**src/sv/ssu_pkg.sv**
```systemverilog
// package: request and result types and cell control for the sorted set union
package ssu_pkg;

    localparam int unsigned VALUE_W = 32;
    localparam int unsigned POS_W   = 6;

    typedef struct packed {
        logic signed [VALUE_W-1:0] value;
        logic                      final_item;
    } t_in_req;

    typedef struct packed {
        logic signed [VALUE_W-1:0] value_res;
        logic [POS_W-1:0]          position;
        logic                      run_end;
        logic                      overflow;
    } t_out_res;

    typedef struct packed {
        logic ins;
        logic shl;
    } t_cell_ctl;

endpackage

```
**src/sv/sorted_set_union_top.sv**
```systemverilog
// top level: sorted set union built as a chain of insertion cells
//
// requests come in on i_valid / o_ready with i_data (value, final_item).
// every accepted value is compared against all cells in the same cycle and
// either dropped as a duplicate, dropped as overflow when the chain is full,
// or inserted in sorted place while the greater cells shift right by one.
// during loading one request is taken per cycle.
// the request marked final_item is inserted first, then the block stops
// taking requests and reads out the chain lowest value first on
// o_valid / i_ready: one result per cycle while i_ready is high,
// starting the cycle after the final request, with position, run_end on
// the greatest value and the sticky overflow flag. each taken result
// shifts the chain left by one cell.
// when the receiver stalls the head cell simply holds its value.
// after run_end is taken the chain is empty and loading resumes.
// reset empties every cell and clears the overflow flag and readout state.
module sorted_set_union_top #(
    parameter int unsigned TABLE_DEPTH = 32
) (
    input  logic              i_clk,
    input  logic              i_rst_n,
    input  logic              i_valid,
    output logic              o_ready,
    input  ssu_pkg::t_in_req  i_data,
    output logic              o_valid,
    input  logic              i_ready,
    output ssu_pkg::t_out_res o_data
);
    import ssu_pkg::*;

    logic signed [VALUE_W-1:0] c_value [TABLE_DEPTH];
    logic [TABLE_DEPTH-1:0]    c_valid;
    logic [TABLE_DEPTH-1:0]    c_ge;
    logic [TABLE_DEPTH-1:0]    c_eq;

    t_cell_ctl        ctl;
    logic             in_acc;
    logic             out_acc;
    logic             dup;
    logic             full;
    logic             run_end;

    logic             r_reading;
    logic             n_reading;
    logic             r_ovf;
    logic             n_ovf;
    logic [POS_W-1:0] r_pos;
    logic [POS_W-1:0] n_pos;

    assign in_acc  = i_valid && o_ready;
    assign out_acc = o_valid && i_ready;
    assign dup     = |c_eq;
    assign full    = c_valid[TABLE_DEPTH-1];
    assign run_end = !c_valid[1];

    assign ctl.ins = in_acc && !dup && !full;
    assign ctl.shl = out_acc;

    genvar g;
    generate
        for (g = 0; g < TABLE_DEPTH; g++) begin : g_cell
            logic signed [VALUE_W-1:0] left_value;
            logic                      left_valid;
            logic                      left_ge;
            logic signed [VALUE_W-1:0] right_value;
            logic                      right_valid;

            if (g == 0) begin : g_head
                assign left_value = '0;
                assign left_valid = 1'b0;
                assign left_ge    = 1'b0;
            end else begin : g_body
                assign left_value = c_value[g-1];
                assign left_valid = c_valid[g-1];
                assign left_ge    = c_ge[g-1];
            end

            if (g == TABLE_DEPTH - 1) begin : g_tail
                assign right_value = '0;
                assign right_valid = 1'b0;
            end else begin : g_mid
                assign right_value = c_value[g+1];
                assign right_valid = c_valid[g+1];
            end

            ssu_cell u_cell (
                .i_clk         (i_clk),
                .i_rst_n       (i_rst_n),
                .i_ctl         (ctl),
                .i_new_value   (i_data.value),
                .i_left_value  (left_value),
                .i_left_valid  (left_valid),
                .i_left_ge     (left_ge),
                .i_right_value (right_value),
                .i_right_valid (right_valid),
                .o_value       (c_value[g]),
                .o_valid       (c_valid[g]),
                .o_ge          (c_ge[g]),
                .o_eq          (c_eq[g])
            );
        end
    endgenerate

    assign o_ready          = !r_reading;
    assign o_valid          = r_reading && c_valid[0];
    assign o_data.value_res = c_value[0];
    assign o_data.position  = r_pos;
    assign o_data.run_end   = run_end;
    assign o_data.overflow  = r_ovf;

    always_comb begin
        n_reading = r_reading;
        n_ovf     = r_ovf;
        n_pos     = r_pos;
        if (in_acc) begin
            if (!dup && full) begin
                n_ovf = 1'b1;
            end
            if (i_data.final_item) begin
                n_reading = 1'b1;
                n_pos     = '0;
            end
        end
        if (out_acc) begin
            n_pos = r_pos + POS_W'(1);
            if (run_end) begin
                n_reading = 1'b0;
                n_ovf     = 1'b0;
            end
        end
    end

    always_ff @(posedge i_clk) begin
        if (!i_rst_n) begin
            r_reading <= 1'b0;
            r_ovf     <= 1'b0;
            r_pos     <= '0;
        end else begin
            r_reading <= n_reading;
            r_ovf     <= n_ovf;
            r_pos     <= n_pos;
        end
    end

endmodule

```
**src/sv/ssu_cell.sv**
```systemverilog
// one cell of the sorted insertion chain: holds one value and its valid bit
module ssu_cell (
    input  logic                               i_clk,
    input  logic                               i_rst_n,
    input  ssu_pkg::t_cell_ctl                 i_ctl,
    input  logic signed [ssu_pkg::VALUE_W-1:0] i_new_value,
    input  logic signed [ssu_pkg::VALUE_W-1:0] i_left_value,
    input  logic                               i_left_valid,
    input  logic                               i_left_ge,
    input  logic signed [ssu_pkg::VALUE_W-1:0] i_right_value,
    input  logic                               i_right_valid,
    output logic signed [ssu_pkg::VALUE_W-1:0] o_value,
    output logic                               o_valid,
    output logic                               o_ge,
    output logic                               o_eq
);
    import ssu_pkg::*;

    logic signed [VALUE_W-1:0] r_value;
    logic signed [VALUE_W-1:0] n_value;
    logic                      r_valid;
    logic                      n_valid;

    // empty or holding a greater value
    assign o_ge    = !r_valid || (r_value > i_new_value);
    assign o_eq    = r_valid && (r_value == i_new_value);
    assign o_value = r_value;
    assign o_valid = r_valid;

    always_comb begin
        n_value = r_value;
        n_valid = r_valid;
        if (i_ctl.ins && o_ge) begin
            if (i_left_ge) begin
                n_value = i_left_value;
                n_valid = i_left_valid;
            end else begin
                n_value = i_new_value;
                n_valid = 1'b1;
            end
        end else if (i_ctl.shl) begin
            n_value = i_right_value;
            n_valid = i_right_valid;
        end
    end

    always_ff @(posedge i_clk) begin
        if (!i_rst_n) begin
            r_valid <= 1'b0;
        end else begin
            r_valid <= n_valid;
        end
    end

    always_ff @(posedge i_clk) begin
        r_value <= n_value;
    end

endmodule

```
**config.mk**
```make
export PLATFORM = sky130hd
export DESIGN_NAME = sorted_set_union_top
export DESIGN_NICKNAME = d
export VERILOG_FILES = /design/src/sv/ssu_pkg.sv /design/src/sv/sorted_set_union_top.sv /design/src/sv/ssu_cell.sv
export SDC_FILE = /design/constraint.sdc
export NUM_CORES = 2
export LEC_CHECK = 0
export ABC_AREA = 1
export BUFFER_PORTS_ARGS = -buffer_cell sky130_fd_sc_hd__buf_2
export CAP_MARGIN = 10
export CORE_UTILIZATION = 59
export DETAILED_ROUTE_END_ITERATION = 7
export GPL_TIMING_DRIVEN = 0
export PLACE_DENSITY = 0.75
export SYNTH_ARGS = -nofsm -noshare
export SYNTH_HDL_FRONTEND = slang
export SYNTH_HIERARCHICAL = 1
export SYNTH_SLANG_ARGS = --single-unit
```
**constraint.sdc**
```tcl
create_clock -name i_clk -period 19.9 [get_ports i_clk]
set_input_delay 1.99 -clock i_clk [delete_from_list [all_inputs] [get_ports i_clk]]
set_output_delay 1.99 -clock i_clk [all_outputs]
set_load 0.01 [all_outputs]
```
==> flow_summary.ini <==
[outcome]
status = finished clean

[worst_setup_path]
worstPathRequired_ns = 20.38
crit_path_max_incr_delay_ns = 1.02
crit_path_start_kind = input pin
worstReg2RegStart = g_cell[20].u_cell/o_value[31]
crit_path_cell_trace = buf_2 > inv_1 > ha_1 > nand2_1 > inv_2 > nand4_1 > nor3_1 > and3_2 > nor2_1 > nand4_1 > nor2_1 > nand2_1 > nor2_4 > buf_12 > buf_12 > nand3_4 > buf_2 > nand2_1 > buf_16
crit_arrival_ns = 7.92
ff2ff_path_depth = 17
crit_type = in2reg
path_depth = 19
crit_fanout = 32
cp_top_family = simple AND/OR/NAND/NOR gates
rrSetupSlack_ns = 14.36
crit_slowest_cell = buf_2
end_kind = flip-flop
crit_start = i_data[4]
r2r_end = g_cell[12].u_cell/o_value[5]
path_buf_inv = 7
endpoint = g_cell[12].u_cell/o_value[5]
cpMostUsedCell = nand2_1

[grt]
antenna_found_initial = 6
grt_max_degree = 39
grtUsageTotal_pct = 33.0
grt_pass1_wl_um = 411000
grt_overflow_total = 0
grt_pass1_vias = 76600

[cts]
clock-sinks = 1064
cts_buffers = 132
cts_setup_buffers = 0
cts_buffer_depth = 3
path_clk_slew_ns = 0.06
cts_htree_levels = 4
hold_buffers = 0
clk-insertion-delay-late_ns = 0.79
cts_root_buffer = clkbuf_16
post_cts_resized = 0
cts_tree = yes

[placed_design]
place_inst = 13000
port_buffers = 78
place_area_sq_mm = 0.0943
hpwlAfterDp_um = 201000
place_congestion = 0.936

[timing]
hold-worst-slack_ns = 0.455
max_slew_margin_pct = 4.26
rsz0062_at_grt = false
setup_violations = 0
min_period_ns = 7.45
setup_tns_ns = 0
finClkSkew_ns = 0.0301
worst_pin_slew_ns = 1.44
final_max_slew_viol_count = 0
fmax_ghz = 0.134
hold_viol_final = 0
finalCritPeriodShare_pct = 37.4

[routing]
wl_per_cell_um = 20.0
drt-initial-drc-count = 7005
wl_um = 264000
drc = 0
first_pass_iters = 6
drtAntennaViolNets = 0
vias = 76900
vias_per_cell = 5.82

[power_and_ir_drop]
ir_drop_uv = 105
power_density_mw_per_mm2 = 92.1
power_leakage_nw = 46.6

[floorplan]
coreArea_sq_mm = 0.152
die_area_sq_mm = 0.156
num_rows = 143
boundaryPins = 79
die_w_um = 394
die_y_um = 394
start_util_pct = 59.6

[cells_and_area]
num-nets-final = 12100
syn_to_final_growth_pct = 8.72
drive_gt1_share_pct = 18.0
stdcell_count = 13200
postLayoutCellArea_sq_mm = 0.0988
fillCellCount = 12700

[logic_synthesis]
syn_avg_cell_area_sq_um = 8.43
syn-cell-area_sq_mm = 0.0909
syn_inst = 10800
yosysWarnings = 6

[run]
maxCapViolations = 0

[min_path]
hold_class = reg2reg
## per-layer routing
layer	wire length [um]	part of all wire, %	global-route usage, %	up-vias
met5	29	0.011	0	-
met4	8820	3.3	11.5	4
met3	21900	8.3	6.33	634
met2	123000	47	54.6	3038
met1	110000	42	43.1	36600
li1	-	-	-	36700
## where the power goes
| group | internal [mW] | switching, mW | total (mW) |
|---|---|---|---|
| Sequential | 3.09 | 0.514 | 3.60 |
| Clock | 1.43 | 0.998 | 2.43 |
| Combinational | 1.14 | 1.91 | 3.06 |
## sequential cells by signal, summed over array words and instances (netlist names)
signal                 flops
r_pos                      6
g_cell.u_cell/o_value   1024
r_reading                  1
g_cell.u_cell/o_valid     32
r_ovf                      1
## worst reg2reg max path, delay by kind of cell, from the launching register on
kind / cells / cell delay (ns)
adders and majority gates: 1 / 0.42
buffers and inverters: 4 / 1.03
DFF: 1 / 0.45
and+or+nand+nor: 12 / 3.32
## how the worst min path moves through the flow
stage	from	endpoint	slack, ns	depth (start not counted)
after floorplan	r_ovf	r_ovf	0.43	2
after global placement	r_ovf	r_ovf	0.44	2
after detailed placement	r_ovf	r_ovf	0.45	2
after CTS	r_ovf	r_ovf	0.46	2
after global routing	r_ovf	r_ovf	0.49	2
final	r_ovf	r_ovf	0.45	2
## area by class of cell
cell class	count	area (sq um)	area share, %
multi-input combinational	7881	50000	50.6
sequential	1064	31600	31.9
inverter	1514	5850	5.92
buffer	386	3850	3.89
clock buffer	176	3710	3.75
tap	2030	2540	2.57
timing repair buffer	94	788	0.798
clock inverter	62	564	0.571
antenna	4	10.0	0.0101
## cell usage in the layout (no fill, tap or decap), types with 24 or more instances in the layout
master     count
nor3_1        35
clkinv_1      52
clkbuf_1     124
o211ai_1      64
buf_12       102
inv_2        158
nand3_1      102
nor2_1       278
dfxtp_1       40
nand3_2       33
inv_1       1291
clkbuf_16    139
nand3_4       32
nand2_2       56
nand4_1      127
a21o_1        32
inv_6         35
clkinv_2      24
nand2_1     4313
a21oi_1      456
buf_6         93
o211ai_2     960
or2_2         32
ha_1        1025
and3_2        31
nor2_2        97
a31oi_1       31
conb_1        68
edfxtp_1    1024
o21ai_0       67
o21a_1        33
buf_2        173
## metrics by stage
step / util (%) / power [mW] / setup slack [ns]
final: 64.8 / 9.10 / 12.45
after global routing: 64.8 / 9.58 / 12.36
after CTS: 64.7 / 9.06 / 12.35
after detailed placement: 61.9 / 6.61 / 11.53
after global placement: 61.7 / 6.44 / 4.41
after floorplan: - / 5.67 / 10.18
(Power assumes the default switching activity.)
